**config.mk**
```make
export PLATFORM = sky130hd
export DESIGN_NAME = utf8_stream_decoder_unit
export DESIGN_NICKNAME = d
export VERILOG_FILES = /design/src/rtl/utf8_pkg.sv /design/src/rtl/utf8_stream_decoder_unit.sv
export SDC_FILE = /design/constraint.sdc
export NUM_CORES = 1
export LEC_CHECK = 0
export ABC_AREA = 1
export CAP_MARGIN = 10
export CELL_PAD_IN_SITES_DETAIL_PLACEMENT = 0
export CELL_PAD_IN_SITES_GLOBAL_PLACEMENT = 1
export CORE_UTILIZATION = 40
export CTS_CLUSTER_DIAMETER = 200
export DETAILED_ROUTE_END_ITERATION = 12
export DONT_BUFFER_PORTS = 1
export PLACE_DENSITY_LB_ADDON = 0.1
export SYNTH_ARGS = -nofsm -noshare
export SYNTH_HDL_FRONTEND = slang
export SYNTH_SLANG_ARGS = --single-unit
```
**constraint.sdc**
```tcl
create_clock -name clk -period 2.5 [get_ports clk]
set_input_delay 0.125 -clock clk [delete_from_list [all_inputs] [get_ports clk]]
set_output_delay 0.125 -clock clk [all_outputs]
set_load 0.01 [all_outputs]
```
**src/rtl/utf8_pkg.sv**
```systemverilog
// Shared types, constants and byte-class helpers for the UTF-8 stream decoder.
package utf8_pkg;

    localparam int unsigned CP_W   = 21;
    localparam int unsigned BYTE_W = 8;

    localparam logic [BYTE_W-1:0] ASCII_LIMIT = 8'h80;
    localparam logic [BYTE_W-1:0] LEAD2_MASK  = 8'hE0;
    localparam logic [BYTE_W-1:0] LEAD2_CODE  = 8'hC0;
    localparam logic [BYTE_W-1:0] LEAD3_MASK  = 8'hF0;
    localparam logic [BYTE_W-1:0] LEAD3_CODE  = 8'hE0;
    localparam logic [BYTE_W-1:0] LEAD4_MASK  = 8'hF8;
    localparam logic [BYTE_W-1:0] LEAD4_CODE  = 8'hF0;
    localparam logic [BYTE_W-1:0] LEAD2_BITS  = 8'h1F;
    localparam logic [BYTE_W-1:0] LEAD3_BITS  = 8'h0F;
    localparam logic [BYTE_W-1:0] LEAD4_BITS  = 8'h07;
    localparam logic [BYTE_W-1:0] CONT_BITS   = 8'h3F;

    // One decoded result as it waits in the output buffer.
    typedef struct packed {
        logic [CP_W-1:0] code_point;
        logic            bad_sequence;
        logic            run_last;
    } res_t;

    // Lead byte class: number of following bytes (0 = not a lead) and payload.
    typedef struct packed {
        logic [1:0]      extra;
        logic [CP_W-1:0] bits;
    } lead_t;

    function automatic lead_t lead_class(input logic [BYTE_W-1:0] b);
        lead_t l;
        l.extra = 2'd0;
        l.bits  = '0;
        priority if ((b & LEAD2_MASK) == LEAD2_CODE)
        begin
            l.extra = 2'd1;
            l.bits  = {{(CP_W-BYTE_W){1'b0}}, b & LEAD2_BITS};
        end
        else if ((b & LEAD3_MASK) == LEAD3_CODE)
        begin
            l.extra = 2'd2;
            l.bits  = {{(CP_W-BYTE_W){1'b0}}, b & LEAD3_BITS};
        end
        else if ((b & LEAD4_MASK) == LEAD4_CODE)
        begin
            l.extra = 2'd3;
            l.bits  = {{(CP_W-BYTE_W){1'b0}}, b & LEAD4_BITS};
        end
        else
        begin
            l.extra = 2'd0;
        end
        return l;
    endfunction

    // A lone byte decoded as a whole text: ASCII passes, anything else is bad.
    function automatic res_t single_byte(input logic [BYTE_W-1:0] b);
        res_t r;
        r.run_last = 1'b0;
        if (b < ASCII_LIMIT)
        begin
            r.code_point   = {{(CP_W-BYTE_W){1'b0}}, b};
            r.bad_sequence = 1'b0;
        end
        else
        begin
            r.code_point   = '0;
            r.bad_sequence = 1'b1;
        end
        return r;
    endfunction

    // Append six payload bits of a following byte to a partial code point.
    function automatic logic [CP_W-1:0] shift_in(input logic [CP_W-1:0] acc,
                                                 input logic [BYTE_W-1:0] b);
        logic [BYTE_W-1:0] low;
        low = b & CONT_BITS;
        return {acc[CP_W-7:0], low[5:0]};
    endfunction

endpackage

```
**src/rtl/utf8_stream_decoder_unit.sv**
```systemverilog
// UTF-8 stream decoder: one text byte in, zero to three code points out.
//
//  channel  | dir | tdata                  | tuser         | tlast
//  ---------+-----+------------------------+---------------+------------
//  s_axis   | in  | [7:0] text_byte        | -             | end_of_text
//  m_axis   | out | [20:0] code_point, pad | bad_sequence  | run_last
//
// One text byte is taken per cycle and its results are registered in the
// same cycle, so the common case (ASCII, completed sequence, bad lead)
// runs at one item per clock while m_axis_tready stays high.
// A sequence cut off by the end of the text yields two or three results;
// those drain one per cycle from the three-entry result buffer while
// m_axis_tready is high; the input waits while more than the last remains.
// rst_n clears the decode state and empties the result buffer.
// m_axis_tready low holds the buffer; s_axis_tready drops while two or more
// results wait, or while one waits and m_axis_tready is low.
module utf8_stream_decoder_unit
    import utf8_pkg::*;
(
    input  logic        clk,
    input  logic        rst_n,
    input  logic        s_axis_tvalid,
    output logic        s_axis_tready,
    input  logic [7:0]  s_axis_tdata,   // [7:0] text_byte
    input  logic        s_axis_tlast,   // end_of_text
    output logic        m_axis_tvalid,
    input  logic        m_axis_tready,
    output logic [23:0] m_axis_tdata,   // [20:0] code_point, [23:21] zero
    output logic        m_axis_tuser,   // [0] bad_sequence
    output logic        m_axis_tlast    // run_last
);

    // Decode state; the lead byte itself is never read back, so only the
    // first following byte is held.
    logic [1:0]        need_reg, need_next;
    logic [CP_W-1:0]   part_reg, part_next;
    logic [BYTE_W-1:0] held1_reg, held1_next;
    logic [1:0]        held_cnt_reg, held_cnt_next;

    // Result buffer, head in slot 0
    res_t              slot_reg [3];
    res_t              slot_next [3];
    logic [1:0]        out_cnt_reg, out_cnt_next;

    // Results of the byte on the input port
    res_t              res [3];
    logic [1:0]        res_n;

    logic              in_take;
    logic              out_take;
    logic [BYTE_W-1:0] b;
    logic              eot;
    lead_t             lead;
    lead_t             lead1;
    logic [CP_W-1:0]   pv;
    logic [1:0]        nd;

    assign b    = s_axis_tdata;
    assign eot  = s_axis_tlast;
    assign lead = lead_class(b);
    assign lead1 = lead_class(held1_reg);
    assign pv   = shift_in(part_reg, b);
    assign nd   = need_reg - 2'd1;

    assign m_axis_tvalid = (out_cnt_reg != 2'd0);
    assign out_take      = m_axis_tvalid && m_axis_tready;
    // Take a new byte once the buffer is empty or its last entry leaves now.
    assign s_axis_tready = (out_cnt_reg == 2'd0) || ((out_cnt_reg == 2'd1) && m_axis_tready);
    assign in_take       = s_axis_tvalid && s_axis_tready;

    assign m_axis_tdata = {{(24-CP_W){1'b0}}, slot_reg[0].code_point};
    assign m_axis_tuser = slot_reg[0].bad_sequence;
    assign m_axis_tlast = slot_reg[0].run_last;

    // Decode the incoming byte against the open sequence.
    always_comb
    begin
        need_next     = need_reg;
        part_next     = part_reg;
        held1_next    = held1_reg;
        held_cnt_next = held_cnt_reg;
        res_n         = 2'd0;
        for (int i = 0; i < 3; i++)
        begin
            res[i] = '0;
        end

        if (need_reg == 2'd0)
        begin
            priority if (b < ASCII_LIMIT)
            begin
                res[0] = single_byte(b);
                res_n  = 2'd1;
            end
            else if ((lead.extra == 2'd0) || eot)
            begin
                res[0].bad_sequence = 1'b1;
                res_n = 2'd1;
            end
            else
            begin
                // Open a sequence.
                need_next     = lead.extra;
                part_next     = lead.bits;
                held_cnt_next = 2'd1;
            end
        end
        else
        begin
            part_next = pv;
            need_next = nd;
            priority if (nd == 2'd0)
            begin
                res[0].code_point = pv;
                res_n         = 2'd1;
                need_next     = 2'd0;
                part_next     = '0;
                held_cnt_next = 2'd0;
            end
            else if (eot)
            begin
                // Cut-off sequence: the lead is bad, then re-decode the rest.
                res[0].bad_sequence = 1'b1;
                if (held_cnt_reg < 2'd2)
                begin
                    res[1] = single_byte(b);
                    res_n  = 2'd2;
                end
                else
                begin
                    priority if (held1_reg < ASCII_LIMIT)
                    begin
                        res[1] = single_byte(held1_reg);
                        res[2] = single_byte(b);
                        res_n  = 2'd3;
                    end
                    else if (lead1.extra == 2'd1)
                    begin
                        res[1].code_point = shift_in(lead1.bits, b);
                        res_n = 2'd2;
                    end
                    else
                    begin
                        res[1].bad_sequence = 1'b1;
                        res[2] = single_byte(b);
                        res_n  = 2'd3;
                    end
                end
            end
            else
            begin
                // Hold the following byte; only the first one is read back.
                if (held_cnt_reg == 2'd1)
                begin
                    held1_next = b;
                end
                if (held_cnt_reg != 2'd3)
                begin
                    held_cnt_next = held_cnt_reg + 2'd1;
                end
            end
        end

        if (eot)
        begin
            need_next     = 2'd0;
            part_next     = '0;
            held_cnt_next = 2'd0;
        end

        // Mark the last result of this byte.
        unique case (res_n)
            2'd1:    res[0].run_last = 1'b1;
            2'd2:    res[1].run_last = 1'b1;
            2'd3:    res[2].run_last = 1'b1;
            default: ;
        endcase
    end

    // Load new results or advance the buffer by one.
    always_comb
    begin
        out_cnt_next = out_cnt_reg;
        for (int i = 0; i < 3; i++)
        begin
            slot_next[i] = slot_reg[i];
        end
        if (in_take)
        begin
            out_cnt_next = res_n;
            for (int i = 0; i < 3; i++)
            begin
                slot_next[i] = res[i];
            end
        end
        else if (out_take)
        begin
            out_cnt_next = out_cnt_reg - 2'd1;
            slot_next[0] = slot_reg[1];
            slot_next[1] = slot_reg[2];
        end
    end

    always_ff @(posedge clk or negedge rst_n)
    begin
        if (!rst_n)
        begin
            need_reg     <= 2'd0;
            part_reg     <= '0;
            held_cnt_reg <= 2'd0;
            out_cnt_reg  <= 2'd0;
        end
        else
        begin
            out_cnt_reg <= out_cnt_next;
            if (in_take)
            begin
                need_reg     <= need_next;
                part_reg     <= part_next;
                held_cnt_reg <= held_cnt_next;
            end
        end
    end

    always_ff @(posedge clk)
    begin
        if (in_take)
        begin
            held1_reg <= held1_next;
        end
        for (int i = 0; i < 3; i++)
        begin
            slot_reg[i] <= slot_next[i];
        end
    end

endmodule

```
==> metrics.cfg, run 1 <==
[pwr]
p_leak_nw=1.61
power_mw=4.06
peakVddDrop_mv=0.507
powerDensity_nw_per_um2=1030

[route]
viasPerCell=4.94
drtAntennaViolNets=0
avgRoutedWirePerCell_um=15.1
drtPass1Iterations=8
drt_iter0_drc=117
drc=2
finalWirelength_um=7560
num_vias=2470

[floorplan]
core_um2=8850
die_h_um=98.4
io_pins=41
rows=34
die_w_um=98.4
start_util_pct=42.0
die_area_um2=9680

[timing]
report.final.slew_viol_count=0
finalSetupViolCount=0
min_period_ns=2.03
rsz0062_at_grt=false
slew_headroom_pct=35.9
finalSetupTns_ns=0
worst_hold_slack_ns=0.0253
max_freq_ghz=0.493
finalHoldViolations=0
tightestPinTransition_ns=0.959
fin_crit_sh_pct=81.1
skew_ns=0.00652

[setup_path]
worstSetupStartpointType=flop
crit_chain=inv_1, ha_1, inv_2, nand2_1, nor2_2, nand2_1, nor2_1
crit_top_cell=nand2_1
crit_arrival_ns=2.00
cp.required_ns=2.47
cp_slowest_stage_delay_ns=0.49
crit_buf_inv=2
cpMaxStageDelayCell=nor2_1
endpoint_kind=flop
crit_family=simple AND/OR/NAND/NOR gates
crit_type=flop to flop
worstPathMaxFanout=8

[grt]
antenna_found_initial=0
grt_max_degree=34
grt_pass1_wl_um=12700
top_usage_layer=met2
grt_usage_pct=17.2
use_met1_pct=24.4
grtUsageMet2_pct=26.0
grt_overflow=0
use_met3_pct=3.44
first_global_vias=2366

[clock_tree]
numClockSinks=74
cts-resized-gates=0
cts_buffer_depth=2
worst_skew_pair.late_latency_ns=0.34
path_clk_slew_ns=0.08
post_cts_buffers=0
cts_tree=done
hold_buffers=9
cts_buffers=9
h-tree-depth=3
cts_root_buf=clkbuf_8

[final_layout]
largest_reg_flops=45
diodes=0
fin_area_um2=3930
drive_above_1_share_pct=10.2
nNetsFinal=406
stdcell_count=500
syn_to_final_growth_pct=5.72

[place]
hpwlAfterDp_um=5210
gp_congestion=0.895
placed_cell_area_um2=3630
io_buffers=0
placedCellCount=475

[job]
maxCapViolCount=0

[logic_synthesis]
synthTopCellsByArea=edfxtp_1 43%, dfrtp_1 14%, nand2_1 11%, buf_4 5.5%, inv_1 3.4%
synth.distinct_cells=30
netlist_area_um2=3720
synth_area_leader_cell=edfxtp_1
ys_seq_elements=74
netlist.area_leader.share_pct=42.8
ys_seq_area_share_pct=57.0
synth_area_per_cell_um2=9.46
ys_warn_count=0
synth_cells=393

[worst_hold_path]
min_path_type=primary input to flop

[outcome]
outcome=complete, but fails checks
violations=DRC

worst paths after layout:
kind / from / end / slack, ns / depth (start not counted)
worst max-delay path: need_reg[0] / held1_reg[3] / 0.47 / 7
worst min-delay path: s_axis_tdata[1] / slot_reg[0][3] / 0.03 / 2
worst max register to register: need_reg[0] / held1_reg[3] / 0.47 / 7
worst min register to register: part_reg[9] / part_reg[9] / 0.49 / 2
max in group asynchronous: rst_n / part_reg[3] / 1.53 / 1
min in group asynchronous: rst_n / out_cnt_reg[0] / 0.38 / 1
per-stage QoR:
stage | worst slack [ns] | util [%]
6_report | 0.472 | 44.4
5_1_grt | 0.258 | 44.4
4_1_cts | 0.443 | 44.4
3_5_place_dp | 0.475 | 41.0
3_3_place_gp | 0.504 | 41.0
2_1_floorplan | 0.486 | -
cell usage in the layout, fill, tap and decap left out, types with 6 or more instances in the layout:
master         Yosys  final
inv_2              6      6
ha_1               6      6
dlygate4sd3_1      0      9
nand2_1          112    112
o21ai_0           25     25
clkbuf_8           1     10
nor2_1            33     33
buf_4             27      8
nand3_1           25     25
dfrtp_1           21     21
a21oi_1           11     11
edfxtp_1          53     53
inv_1             34     34
kinds of logic after synthesis:
| kind of cell | synth area share, % |
|---|---|
| DFF | 57.0 |
| buffers and inverters | 11.8 |
| other | 0.101 |
| adders and majority gates | 2.02 |
| AOI/OAI and AO/OA | 7.84 |
| and+or+nand+nor | 21.2 |
worst register-to-register path, delay by kind of cell, from the launching register on:
kind,cells,cell delay [ns]
flops,1,0.39
fa+ha+maj,1,0.26
simple gates,4,0.80
buf+inv,2,0.21
layer usage:
metal / part of all wire (%) / up-vias
li1: - / 1251
met1: 50 / 1162
met2: 45 / 53
met3: 3.8 / 4
met4: 0.79 / 0
met5: 0 / -
where the power goes:
group,switching (mW),internal (mW),total (mW)
Sequential,0.229,1.79,2.02
Clock,0.454,0.507,0.960
Combinational,0.747,0.337,1.08
cells in the mapped netlist:
master and n:
and2_1 1, nand3_1 25, nand2_1 112, o31ai_1 2, o211ai_1 3, o2111ai_1 1, dfrtp_1 21, buf_2 3
nor2_2 3, inv_2 6, nor2_1 33, a21oi_1 11, nand3_2 2, nand4_1 4, o21bai_4 1, clkbuf_8 1
nand2_2 2, o21ai_0 25, a31oi_4 1, buf_12 1, clkbuf_1 1, nor3_1 3, buf_4 27, nor2_4 2
ha_1 6, inv_1 34, buf_6 3, edfxtp_1 53, conb_1 1, o21ai_1 5
area by class of cell:
| type | instances | area (um^2) |
|---|---|---|
| fillers | 877 | 4920 |
| flip-flops and latches | 74 | 2120 |
| clock buffers | 13 | 191 |
| inverters | 40 | 150 |
| repair buffers | 17 | 150 |
| multi-input cells | 245 | 1170 |
| clock inverters | 3 | 17.5 |
| well taps | 108 | 135 |
Note: power is estimated with default switching activity, not from simulation.
==> run 2, diff against run 1 <==
==> constraint.sdc (replaced) <==
create_clock -name clk -period 2.05 [get_ports clk]
set_input_delay 0.1025 -clock clk [delete_from_list [all_inputs] [get_ports clk]]
set_output_delay 0.1025 -clock clk [all_outputs]
set_load 0.01 [all_outputs]
==> metrics.cfg, run 2 (synthesis gave the netlist of run 1 again) <==
[floorplan]
die_area_um2=9680
start_util_pct=42.0
rows=34
die_h_um=98.4
core_um2=8850
io_pins=41
die_w_um=98.4

[final_layout]
diodes=0
nNetsFinal=413
largest_reg_flops=45
syn_to_final_growth_pct=8.05
layout_common_cells=112 x nand2_1, 53 x edfxtp_1, 34 x inv_1, 33 x nor2_1
stdcell_count=507
drive_above_1_share_pct=11.3
nFillCells=888
final_common_cell=nand2_1
fin_area_um2=4020
post-route-util_pct=45.4

[job]
maxCapViolCount=0

[place]
hpwlAfterDp_um=5380
placedCellCount=481
io_buffers=0
placed_cell_area_um2=3690
pre_cts_ws_ns=0.253
gp_congestion=0.814

[pwr]
seqPwrFrac_pct=47.6
powerDensity_nw_per_um2=1280
power_mw=5.15
peakVddDrop_mv=0.655
comb_power_share_pct=27.7
intPower_mw=3.37
swShare_pct=34.7
p_leak_nw=1.66
power.switching_mw=1.79
pwr-share-clk_pct=24.7

[clock_tree]
path_clk_slew_ns=0.09
cts_buffer_depth=2
h-tree-depth=3
cts_root_buf=clkbuf_8
post_cts_buffers=0
cts_tree=done
worst_skew_pair.late_latency_ns=0.35
cts_buffers=9
numClockSinks=74

[setup_path]
crit_buf_inv=4
cpMaxStageDelayCell=dfrtp_1
worst_r2r_path_depth=8
timing.rr.end=slot_reg[0][23]
r2r_slack_ns=0.25
reg2reg_from=out_cnt_reg[0]
endpoint_kind=flop
crit_arrival_ns=1.90
worstPathMaxFanout=18
cp_slowest_stage_delay_ns=0.37
crit_chain=inv_1, ha_1, inv_2, nand2_1, nand2_1, buf_4, buf_4, o21ai_0
worstSetupStartpointType=flop
cp.required_ns=2.15
crit_family=buffers and inverters
crit_type=flop to flop

[worst_hold_path]
hold_depth=2
min_path_type=primary input to flop
min-delay-start=s_axis_tdata[1]
worstHoldEndpoint=slot_reg[0][3]

[route]
drtPass1Iterations=9
finalWirelength_um=7820
drtAntennaViolNets=0
num_vias=2469
drc=2
drt_iter0_drc=130
avgRoutedWirePerCell_um=15.4
viasPerCell=4.87

[grt]
grt_usage_pct=17.9
use_met1_pct=25.1
top_usage_layer=met2
first_global_vias=2474
grtUsageMet2_pct=27.3
grt_max_degree=34
grt_overflow=0
grt_pass1_wl_um=13200
use_met3_pct=4.08
antenna_found_initial=0

[timing]
worst_hold_slack_ns=0.00748
tightestPinTransition_ns=0.921
max_freq_ghz=0.556
min_period_ns=1.80
report.final.slew_viol_count=0
finalWorstSetupSlack_ns=0.251
finalSetupTns_ns=0
finalSetupViolCount=0
skew_ns=0.0174
finalHoldViolations=0
slew_headroom_pct=38.4
rsz0062_at_grt=false
fin_crit_sh_pct=87.8

[outcome]
violations=DRC
outcome=complete, but fails checks

## run 2: cell types whose count changed in the layout (fill, tap and decap cells not counted)
cell and change:
clkbuf_8 -1, inv_2 -1, clkinv_4 +1, dlygate4sd3_1 +1
inv_4 +1, bufinv_16 +1, clkbuf_1 +1, clkinvlp_4 -1
clkinv_2 -1, buf_4 +5, buf_12 +1
## run 2: cell type report
cell class,count,area [um^2],share of cell area (%)
clock buffer,13,181,4.52
sequential,74,2120,52.7
timing repair buffer,24,218,5.42
clock inverter,3,43.8,1.09
inverter,40,153,3.80
tap,108,135,3.37
multi-input combinational,245,1170,29.1
## run 2: how the worst max path moves through the flow
stage	start	end	cells past startpoint
floorplan	out_cnt_reg[0]	slot_reg[0][0]	6
global placement	need_reg[0]	held1_reg[2]	8
detailed placement	out_cnt_reg[0]	slot_reg[0][33]	10
CTS	out_cnt_reg[0]	slot_reg[0][32]	10
global route	out_cnt_reg[0]	slot_reg[0][7]	8
finish	out_cnt_reg[0]	slot_reg[0][23]	8
## run 2: routing by layer
layer / up-vias / part of all wire, %
met5: - / 0
li1: 1264 / -
met3: 8 / 4.5
met4: 0 / 1.2
met2: 48 / 46
met1: 1149 / 49
## run 2: what timing repair did
item	4_1_cts	5_1_grt
hold buffers	10	0
gates resized for setup	0	1
hold endpoints to repair	43	0
setup endpoints to repair	0	2
## run 2: power by group through the flow
stage / Clock [mW] / Combinational [mW] / Sequential [mW]
after floorplan: 0 / 1.36 / 2.34
after global placement: 0 / 1.42 / 2.49
after detailed placement: 0 / 1.41 / 2.50
after CTS: 1.30 / 1.45 / 2.46
after global routing: 1.35 / 1.65 / 2.51
final: 1.27 / 1.43 / 2.45
